### config.mk
export PLATFORM = sky130hd
export DESIGN_NAME = sync_id_frame_deframer
export DESIGN_NICKNAME = d
export VERILOG_FILES = /design/src/sidf_pkg.sv /design/src/sync_id_frame_deframer.sv /design/src/sidf_ram.sv
export SDC_FILE = /design/constraint.sdc
export NUM_CORES = 1
export LEC_CHECK = 0
export ABC_AREA = 1
export BUFFER_PORTS_ARGS = -buffer_cell sky130_fd_sc_hd__buf_2
export CORE_MARGIN = 4
export CORE_UTILIZATION = 50
export DETAILED_ROUTE_END_ITERATION = 10
export PLACE_DENSITY = 0.68
export RECOVER_POWER = 50
export SLEW_MARGIN = 20
export SYNTH_ARGS = -nofsm -noshare
export SYNTH_HDL_FRONTEND = slang
export SYNTH_SLANG_ARGS = --single-unit
### constraint.sdc
create_clock -name clock -period 4.8 [get_ports clock]
set_input_delay 0.96 -clock clock [delete_from_list [all_inputs] [get_ports clock]]
set_output_delay 0.96 -clock clock [all_outputs]
set_load 0.03 [all_outputs]
### src/sidf_pkg.sv
package sidf_pkg;

   localparam int NUM_CHANNELS_DEF = 2;
   localparam int FRAME_LEN        = 39;
   localparam int SUM_POS          = 38;
   localparam int FILL_W           = 6;
   localparam int BYTE_W           = 8;
   localparam int COUNT_W          = 32;

   localparam logic [BYTE_W-1:0] SYNC_BYTE = 8'hAA;
   localparam logic [BYTE_W-1:0] ID_A      = 8'h01;
   localparam logic [BYTE_W-1:0] ID_B      = 8'h02;

   typedef struct packed {
      logic              channel;
      logic [BYTE_W-1:0] in_byte;
      logic              chunk_last;
   } req_type;

   typedef struct packed {
      logic               channel_out;
      logic [BYTE_W-1:0]  out_byte;
      logic               frame_last;
      logic               status;
      logic [COUNT_W-1:0] good_total;
      logic [COUNT_W-1:0] bad_total;
   } rsp_type;

endpackage

### src/sync_id_frame_deframer.sv
// Bytes are accepted one per cycle while frames are being assembled, but a closing
// byte waits while the output is stalled. A checksum failure gives its status
// transaction in the cycle after the closing byte. A good frame streams its 39 bytes
// from the frame store, each read into the RAM output register and then into the
// result register before the next read; input waits until its last byte is loaded.
// Reset clears fill indexes, running sums and counters; the frame store is not cleared.
module sync_id_frame_deframer #(
   parameter int NUM_CHANNELS = sidf_pkg::NUM_CHANNELS_DEF
) (
   input  logic              clock,
   input  logic              reset,
   input  logic              req_valid,
   output logic              req_stall,
   input  sidf_pkg::req_type req_data,
   output logic              rsp_valid,
   input  logic              rsp_stall,
   output sidf_pkg::rsp_type rsp_data
);

   localparam int DEPTH = NUM_CHANNELS * sidf_pkg::FRAME_LEN;
   localparam int AW    = (DEPTH > 1) ? $clog2(DEPTH) : 1;
   localparam int CH_W  = (NUM_CHANNELS > 1) ? $clog2(NUM_CHANNELS) : 1;
   localparam int FW    = sidf_pkg::FILL_W;
   localparam int BW    = sidf_pkg::BYTE_W;
   localparam int CW    = sidf_pkg::COUNT_W;

   localparam logic ST_IDLE = 1'b0;
   localparam logic ST_EMIT = 1'b1;

   logic [FW-1:0] fill_ff [NUM_CHANNELS];
   logic [BW-1:0] sum_ff  [NUM_CHANNELS];
   logic [CW-1:0] good_ff [NUM_CHANNELS];
   logic [CW-1:0] bad_ff  [NUM_CHANNELS];

   logic          state_ff, state_in;
   logic [CH_W-1:0] emit_ch_ff, emit_ch_in;
   logic [FW-1:0] emit_idx_ff, emit_idx_in;
   logic          rd_pend_ff, rd_pend_in;
   logic          rd_last_ff, rd_last_in;
   logic          rsp_valid_ff, rsp_valid_in;
   sidf_pkg::rsp_type rsp_data_ff, rsp_data_in;
   logic          rsp_load;

   logic [CH_W-1:0] ch_idx;
   logic          ch_ok;
   logic [BW-1:0] in_b;
   logic [FW-1:0] pos;
   logic [BW-1:0] sum_cur;
   logic [FW-1:0] fill_in;
   logic [BW-1:0] sum_in;
   logic [FW-1:0] wr_pos;
   logic          store_en;
   logic          good_hit;
   logic          bad_hit;
   logic          accept;
   logic          upd;
   logic          out_free;
   logic          issue;
   logic [AW-1:0] wr_addr;
   logic [AW-1:0] rd_addr;
   logic [BW-1:0] rd_data;

   assign ch_idx  = CH_W'(req_data.channel);
   assign ch_ok   = (32'(req_data.channel) < 32'(NUM_CHANNELS));
   assign in_b    = req_data.in_byte;
   assign pos     = ch_ok ? fill_ff[ch_idx] : '0;
   assign sum_cur = ch_ok ? sum_ff[ch_idx] : '0;

   assign out_free  = !rsp_valid_ff || !rsp_stall;
   assign req_stall = (state_ff != ST_IDLE) ||
                      (!out_free && ch_ok && (pos == FW'(sidf_pkg::SUM_POS)));
   assign accept    = req_valid && !req_stall;
   assign upd       = accept && ch_ok;
   assign issue     = (state_ff == ST_EMIT) && !rd_pend_ff && out_free;

   always_comb begin
      fill_in  = pos;
      sum_in   = sum_cur;
      wr_pos   = pos;
      store_en = 1'b0;
      good_hit = 1'b0;
      bad_hit  = 1'b0;
      if (pos == '0) begin
         if (in_b == sidf_pkg::SYNC_BYTE) begin
            store_en = 1'b1;
            fill_in  = FW'(1);
            sum_in   = in_b;
         end
      end else if (pos == FW'(1)) begin
         if (in_b == sidf_pkg::ID_A || in_b == sidf_pkg::ID_B) begin
            store_en = 1'b1;
            fill_in  = FW'(2);
            sum_in   = sum_cur + in_b;
         end else if (in_b == sidf_pkg::SYNC_BYTE) begin
            store_en = 1'b1;
            wr_pos   = '0;
            fill_in  = FW'(1);
            sum_in   = in_b;
         end else begin
            fill_in = '0;
         end
      end else begin
         store_en = 1'b1;
         if (pos < FW'(sidf_pkg::SUM_POS)) begin
            fill_in = pos + FW'(1);
            sum_in  = sum_cur + in_b;
         end else begin
            fill_in  = '0;
            good_hit = (sum_cur == in_b);
            bad_hit  = (sum_cur != in_b);
         end
      end
   end

   assign wr_addr = AW'(32'(ch_idx) * sidf_pkg::FRAME_LEN) + AW'(wr_pos);
   assign rd_addr = AW'(32'(emit_ch_ff) * sidf_pkg::FRAME_LEN) + AW'(emit_idx_ff);

   sidf_ram #(
      .WIDTH(BW),
      .DEPTH(DEPTH)
   ) u_store (
      .clock  (clock),
      .wr_en  (upd && store_en),
      .wr_addr(wr_addr),
      .wr_data(in_b),
      .rd_en  (issue),
      .rd_addr(rd_addr),
      .rd_data(rd_data)
   );

   always_comb begin
      state_in     = state_ff;
      emit_ch_in   = emit_ch_ff;
      emit_idx_in  = emit_idx_ff;
      rd_pend_in   = 1'b0;
      rd_last_in   = rd_last_ff;
      rsp_load     = 1'b0;
      rsp_data_in  = rsp_data_ff;
      unique case (state_ff)
         ST_IDLE: begin
            if (upd && good_hit) begin
               state_in    = ST_EMIT;
               emit_ch_in  = ch_idx;
               emit_idx_in = '0;
            end
            if (upd && bad_hit) begin
               rsp_load                = 1'b1;
               rsp_data_in.channel_out = req_data.channel;
               rsp_data_in.out_byte    = '0;
               rsp_data_in.frame_last  = 1'b1;
               rsp_data_in.status      = 1'b1;
               rsp_data_in.good_total  = good_ff[ch_idx];
               rsp_data_in.bad_total   = bad_ff[ch_idx] + CW'(1);
            end
         end
         ST_EMIT: begin
            if (issue) begin
               rd_pend_in  = 1'b1;
               rd_last_in  = (emit_idx_ff == FW'(sidf_pkg::SUM_POS));
               emit_idx_in = emit_idx_ff + FW'(1);
            end
            if (rd_pend_ff) begin
               rsp_load                = 1'b1;
               rsp_data_in.channel_out = 1'(emit_ch_ff);
               rsp_data_in.out_byte    = rd_data;
               rsp_data_in.frame_last  = rd_last_ff;
               rsp_data_in.status      = 1'b0;
               rsp_data_in.good_total  = good_ff[emit_ch_ff];
               rsp_data_in.bad_total   = bad_ff[emit_ch_ff];
               if (rd_last_ff) begin
                  state_in = ST_IDLE;
               end
            end
         end
         default: begin
            state_in = ST_IDLE;
         end
      endcase
      rsp_valid_in = rsp_load || (rsp_valid_ff && rsp_stall);
   end

   always_ff @(posedge clock) begin
      if (reset) begin
         state_ff     <= ST_IDLE;
         rd_pend_ff   <= 1'b0;
         rsp_valid_ff <= 1'b0;
         for (int i = 0; i < NUM_CHANNELS; i++) begin
            fill_ff[i] <= '0;
            sum_ff[i]  <= '0;
            good_ff[i] <= '0;
            bad_ff[i]  <= '0;
         end
      end else begin
         state_ff     <= state_in;
         rd_pend_ff   <= rd_pend_in;
         rsp_valid_ff <= rsp_valid_in;
         if (upd) begin
            fill_ff[ch_idx] <= fill_in;
            sum_ff[ch_idx]  <= sum_in;
            if (good_hit) begin
               good_ff[ch_idx] <= good_ff[ch_idx] + CW'(1);
            end
            if (bad_hit) begin
               bad_ff[ch_idx] <= bad_ff[ch_idx] + CW'(1);
            end
         end
      end
   end

   always_ff @(posedge clock) begin
      emit_ch_ff  <= emit_ch_in;
      emit_idx_ff <= emit_idx_in;
      rd_last_ff  <= rd_last_in;
      rsp_data_ff <= rsp_data_in;
   end

   assign rsp_valid = rsp_valid_ff;
   assign rsp_data  = rsp_data_ff;

endmodule

### src/sidf_ram.sv
module sidf_ram #(
   parameter int WIDTH = 8,
   parameter int DEPTH = 78,
   localparam int AW   = (DEPTH > 1) ? $clog2(DEPTH) : 1
) (
   input  logic             clock,
   input  logic             wr_en,
   input  logic [AW-1:0]    wr_addr,
   input  logic [WIDTH-1:0] wr_data,
   input  logic             rd_en,
   input  logic [AW-1:0]    rd_addr,
   output logic [WIDTH-1:0] rd_data
);

   logic [WIDTH-1:0] mem_ff [DEPTH];
   logic [WIDTH-1:0] rd_data_ff;

   always_ff @(posedge clock) begin
      if (wr_en) begin
         mem_ff[wr_addr] <= wr_data;
      end
      if (rd_en) begin
         rd_data_ff <= mem_ff[rd_addr];
      end
   end

   assign rd_data = rd_data_ff;

endmodule

==> results of run 1 <==
[sequential cells by signal, indices dropped and copies added, names as in the netlist, 6 cells and up, named ones only]
register and count:
bad_ff 64, emit_idx_ff 6, fill_ff 12, good_ff 64, rsp_data 75, sum_ff 16, u_store.mem_ff 624, u_store.rd_data 8
[power by group]
group | switching, mW | internal (mW) | leakage (nW)
clock network | 2.90 | 4.11 | 1.43
registers | 0.0329 | 8.54 | 8.09
logic | 0.652 | 0.198 | 9.15
total | 3.59 | 12.8 | 18.7
[cells in the mapped netlist, types with 5 or more instances]
cell type,instances
nand2_1,1152
edfxtp_1,871
nor2_1,522
inv_1,496
nand3_1,317
o21ai_0,251
clkbuf_1,112
a21oi_1,64
xor2_1,47
buf_2,39
o22ai_1,35
o21ai_1,28
ha_1,24
buf_1,21
nor2_2,14
buf_6,13
o21ai_2,13
xnor2_1,13
nand2_2,12
nand4_1,12
nor3_1,12
or2_2,12
nand2_4,10
o21bai_1,9
o31ai_1,8
inv_2,7
nor2_4,5
[layer usage]
metal | share of wire | vias to the layer above | track usage | wire (um)
met4 | 0.035 | 0 | 0.0797 | 3510
li1 | - | 13996 | - | -
met1 | 0.42 | 13545 | 0.315 | 42100
met2 | 0.47 | 1118 | 0.380 | 47300
met3 | 0.070 | 192 | 0.0316 | 6980
met5 | 0 | - | 0 | 0
[how the worst max path moves through the flow]
stage / depth (start not counted) / to / slack (ps)
after floorplan: 14 / rsp_data[0] / 100
after global placement: 22 / u_store.mem_ff[30][2] / 0.3
after detailed placement: 22 / u_store.mem_ff[30][0] / -2
after CTS: 22 / u_store.mem_ff[30][7] / 650
after global routing: 21 / u_store.mem_ff[30][2] / 150
final: 4 / rsp_data[26] / 500
[cell type report]
class                   instances  area, um2  area share
diodes                          2       5.00    0.000109
flip-flops and latches        875      26200       0.572
clock buffers                 122       2460      0.0536
inverters                     506       1910      0.0416
clock inverters                46        531      0.0116
well taps                    1060       1330      0.0289
repair buffers                248       1610      0.0351
multi-input cells            2597      11800       0.257
[kinds of logic (layout without fill, tap and decap cells)]
family,count (synthesis),after routing,share of synthesized area
buffers and inverters,696,922,0.0684
AND/OR/NAND/NOR,2091,2091,0.212
other,0,2,0
AO/OA/AOI/OAI,417,417,0.0549
XOR/XNOR,62,62,0.0137
flip-flops,875,875,0.643
adder cells (fa/ha/maj),27,27,0.00883
[critical path: stages, from the launching register on]
cell	delay [ps]
dfxtp_1	360
clkbuf_1	2340
nand2_1	380
nand2_4	210
buf_6	520
[stage by stage]
step / utilization / total power, mW
CTS: 0.571 / 16.6
finish: 0.568 / 16.4
detailed placement: 0.534 / 9.59
global placement: 0.534 / 9.57
floorplan: - / 9.22
global route: 0.568 / 17.0
==> impl_metrics.tcl, run 1 <==
set metrics [dict create \
    rows 104 \
    avgSynthCellArea_um2 9.79 \
    endpoint_kind "flop" \
    cts-buffers-inserted 92 \
    totalWireLength_mm 99.9 \
    track_usage 0.229 \
    setup_viol 0 \
    synth_cell_types 48 \
    finalSetupTns_ps 0 \
    die_y_um 294 \
    worstHoldPathType "flop to flop" \
    layout_common_cells "nand2_1 (1,153), edfxtp_1 (871), nor2_1 (527)" \
    detail_route.wl_per_cell_um 18.3 \
    grt_overflow 0 \
    holdPathStages 2 \
    crit_type "flop to flop" \
    syn_nets 4209 \
    hold_end "rsp_data[72]" \
    core_um2 80700 \
    power_density_nw_per_um2 358 \
    synth_seq_cells 875 \
    grt_pass1_wl_mm 154 \
    ant_nets 0 \
    cts.path.max_buffers 3 \
    period_minus_slack_ps 4300 \
    synth.top_cell.area_share 0.641 \
    clock_sinks 875 \
    place_area_um2 43100 \
    yosys_warnings 0 \
    timing.rr.start "state_ff" \
    clock_latency_ps 650 \
    skew_ps 30.9 \
    final_cell_area_um2 45900 \
    cp_max_fo 76 \
    r2r_end "rsp_data[26]" \
    fin_crit_sh 0.896 \
    fmax_mhz 232 \
    ys_seq_area_frac 0.643 \
    routabilityCongestion 0.902 \
    antenna_found_initial 3 \
    synth-edff-count 871 \
    drv_slew 536 \
    rsz0062_at_grt "no" \
    whs_ps 501 \
    finalNetCount 4361 \
    numPortBuffers 89 \
    cts_setup_buffers 0 \
    hp-start "u_store.rd_data[6]" \
    die_x_um 294 \
    pre_cts_ws_ps -1.72 \
    h-tree-depth 3 \
    grt_max_degree 141 \
    final_common_cell "nand2_1" \
    dpl.hpwl_mm 61.5 \
    route.detailed.drc 0 \
    ff2ff_path_depth 4 \
    max_slew.worst_pin.slew_ps 4050 \
    start_util 0.506 \
    vias_per_cell 5.29 \
    required_ps 5060 \
    vdd_drop_max_v 0.000355 \
    synth_area_um2 40800 \
    slew_headroom -1.70 \
    num-fill-cells 6898 \
    stdcell_count 5456 \
    timing.final.ws_setup_ps 498 \
    postCtsResizedCells 0 \
    syn_inst 4168 \
    path_clk_slew_ps 60 \
    postCtsHoldBufs 0 \
    hold_violations 0 \
    r2r_setup_slack_ps 500 \
    crit_start "state_ff" \
    yosysTopAreaCell "edfxtp_1" \
    start_kind "flop" \
    maxCapViolCount 8 \
    dr.pass1.iters 8 \
    status "finished, violations left" \
    place_inst 5286 \
    synth_area_leaders "edfxtp_1 (64%), nand2_1 (11%), nor2_1 (4.8%)" \
    synthToLayoutAreaGrowth_pct 12.3 \
    async_flop_share 0 \
    ys.flop_type "edfxtp_1" \
    drive_above_1_share 0.0824 \
    cts_tree "done" \
    dieArea_um2 86300 \
    grt_pass1_vias 27360 \
    vias 28851 \
    io_pins 91 \
    violations "capacitance limit, slew limit" \
    clockRootBuffer "clkbuf_16" \
    drt-initial-drc-count 2795 \
    arrival_ps 4560 \
    power_leakage_nw 18.7 \
]
Power figures use the tool's default switching activity.
==> inputs of run 2 (changes only) <==
--- a/config.mk
+++ b/config.mk
@@ -8,9 +8,8 @@
 export ABC_AREA = 1
 export BUFFER_PORTS_ARGS = -buffer_cell sky130_fd_sc_hd__buf_2
 export CORE_MARGIN = 4
-export CORE_UTILIZATION = 50
+export CORE_UTILIZATION = 35
 export DETAILED_ROUTE_END_ITERATION = 10
-export PLACE_DENSITY = 0.68
 export RECOVER_POWER = 50
 export SLEW_MARGIN = 20
 export SYNTH_ARGS = -nofsm -noshare
==> run 2 against run 1 <==
Net effect: the run still ends with capacitance limit, slew limit left; routed wire length rose by 4.7%; combinational power rose by 2%; core utilization fell by 17 points; maximum frequency rose by 5.0%; largest cell class unchanged; highest routed layer unchanged.
==> impl_metrics.tcl, run 2 (synthesis results as in run 1) <==
set metrics [dict create \
    start_kind "primary input" \
    cp_max_fo 10 \
    cts.path.max_buffers 3 \
    finalNetCount 4370 \
    top_register "u_store.mem_ff" \
    totalWireLength_mm 105 \
    dpl.hpwl_mm 63.8 \
    die_y_um 350 \
    cts-buffers-inserted 90 \
    power_density_nw_per_um2 357 \
    h-tree-depth 3 \
    antenna_found_initial 4 \
    slowest_stage "fa_1" \
    synthToLayoutAreaGrowth_pct 13.9 \
    die_x_um 350 \
    clock_sinks 875 \
    grt_max_degree 191 \
    arrival_ps 4470 \
    cts_tree "done" \
    period_minus_slack_ps 4100 \
    rows 125 \
    pre_cts_ws_ps 249 \
    worstHoldPathType "flop to flop" \
    place_inst 5761 \
    drive_above_1_share 0.0854 \
    layout_common_cells "nand2_1 (1,152), edfxtp_1 (871), nor2_1 (529)" \
    postCtsHoldBufs 0 \
    cp_num_buf_inv 10 \
    violations "capacitance limit, slew limit" \
    required_ps 5170 \
    post-route-util 0.401 \
    maxCapViolCount 10 \
    grt_pass1_wl_mm 160 \
    start_util 0.352 \
    endpoint_kind "flop" \
    vias 28617 \
    finalSetupTns_ps 0 \
    crit_top_cell "inv_1" \
    route.detailed.drc 0 \
    routabilityCongestion 0.874 \
    whs_ps 562 \
    hold_violations 0 \
    rsz0062_at_grt "no" \
    crit_chain "buf_4 > inv_1 > or2_2 > o21ai_0 > clkbuf_1 > inv_1 > ha_1 > nand3_2 > inv_2 > nand2_2 > nor3_1 > nor2_1 > ha_1 > inv_1 > fa_1 > buf_4 > inv_1 > nand2_1 > nand2_1 > inv_1 > nor2_1 > nand2_4 > nor2_1 > buf_4" \
    dieArea_um2 122000 \
    dr.pass1.iters 5 \
    crit_family "simple AND/OR/NAND/NOR gates" \
    power_leakage_nw 18.7 \
    clock_latency_ps 660 \
    grt_overflow 0 \
    r2r_end "rsp_data[38]" \
    numPortBuffers 89 \
    drt-initial-drc-count 2552 \
    path_clk_slew_ps 60 \
    r2r_setup_slack_ps 770 \
    fin_crit_sh 0.853 \
    drv_slew 619 \
    clockRootBuffer "clkbuf_16" \
    crit_start "req_data[9]" \
    hold_end "rsp_data[24]" \
    vdd_drop_max_v 0.000329 \
    status "finished, violations left" \
    setup_viol 0 \
    ff2ff_path_depth 6 \
    holdPathStages 2 \
    io_pins 91 \
    fmax_mhz 244 \
    vias_per_cell 4.82 \
    slew_headroom -0.359 \
    final_common_cell "nand2_1" \
    grt_pass1_vias 27433 \
    detail_route.wl_per_cell_um 17.6 \
    hp-start "bad_ff[1][24]" \
    timing.final.ws_setup_ps 705 \
    skew_ps 29.7 \
    max_slew.worst_pin.slew_ps 2040 \
    max_stage_delay_ps 370 \
    ant_nets 0 \
    crit_type "primary input to flop" \
    track_usage 0.169 \
    largest_reg_flops 624 \
    core_um2 116000 \
    stdcell_count 5931 \
    postCtsResizedCells 0 \
    cts_setup_buffers 0 \
]
-- run 2: per-stage QoR --
stage	cell area [um2]	total power, mW
2_1_floorplan	40800	9.22
3_3_place_gp	43700	9.60
3_5_place_dp	43700	9.61
4_1_cts	46700	16.8
5_1_grt	46500	17.2
6_report	46500	16.6
-- run 2: tightest hold or removal path, delay by kind of cell, from the launching register on --
| family | cells | cell delay, ps |
|---|---|---|
| flip-flops | 1 | 330 |
| AO/OA/AOI/OAI | 1 | 70 |
| AND/OR/NAND/NOR | 1 | 60 |
-- run 2: how the worst max path moves through the flow --
stage                             to  slack [ps]  depth (start not counted)
2_1_floorplan            rsp_data[0]         100                         14
3_3_place_gp   u_store.mem_ff[19][0]         270                         22
3_5_place_dp   u_store.mem_ff[53][1]         250                         22
4_1_cts           u_store.rd_data[1]         940                         12
5_1_grt        u_store.mem_ff[22][4]         340                         23
6_report       u_store.mem_ff[67][0]         700                         24
-- run 2: final cells by class --
cell class,count,area (um2)
Antenna cell,4,10.0
Clock buffer,103,2300
Clock inverter,63,696
Fill cell,11381,69600
Inverter,506,1910
Multi-Input combinational cell,2597,11800
Sequential cell,875,26200
Tap cell,1524,1910
Timing Repair Buffer,259,1630
-- run 2: report_power, final --
part	switching (mW)	internal, mW
sequential	0.0320	8.54
clock	2.98	4.20
combinational	0.659	0.208
-- run 2: routing by layer --
metal	routed length, um	GRT usage	share of wire
met1	46400	0.230	0.44
met4	2520	0.0458	0.024
met5	0	0	0
met2	49200	0.282	0.47
met3	6410	0.0237	0.061
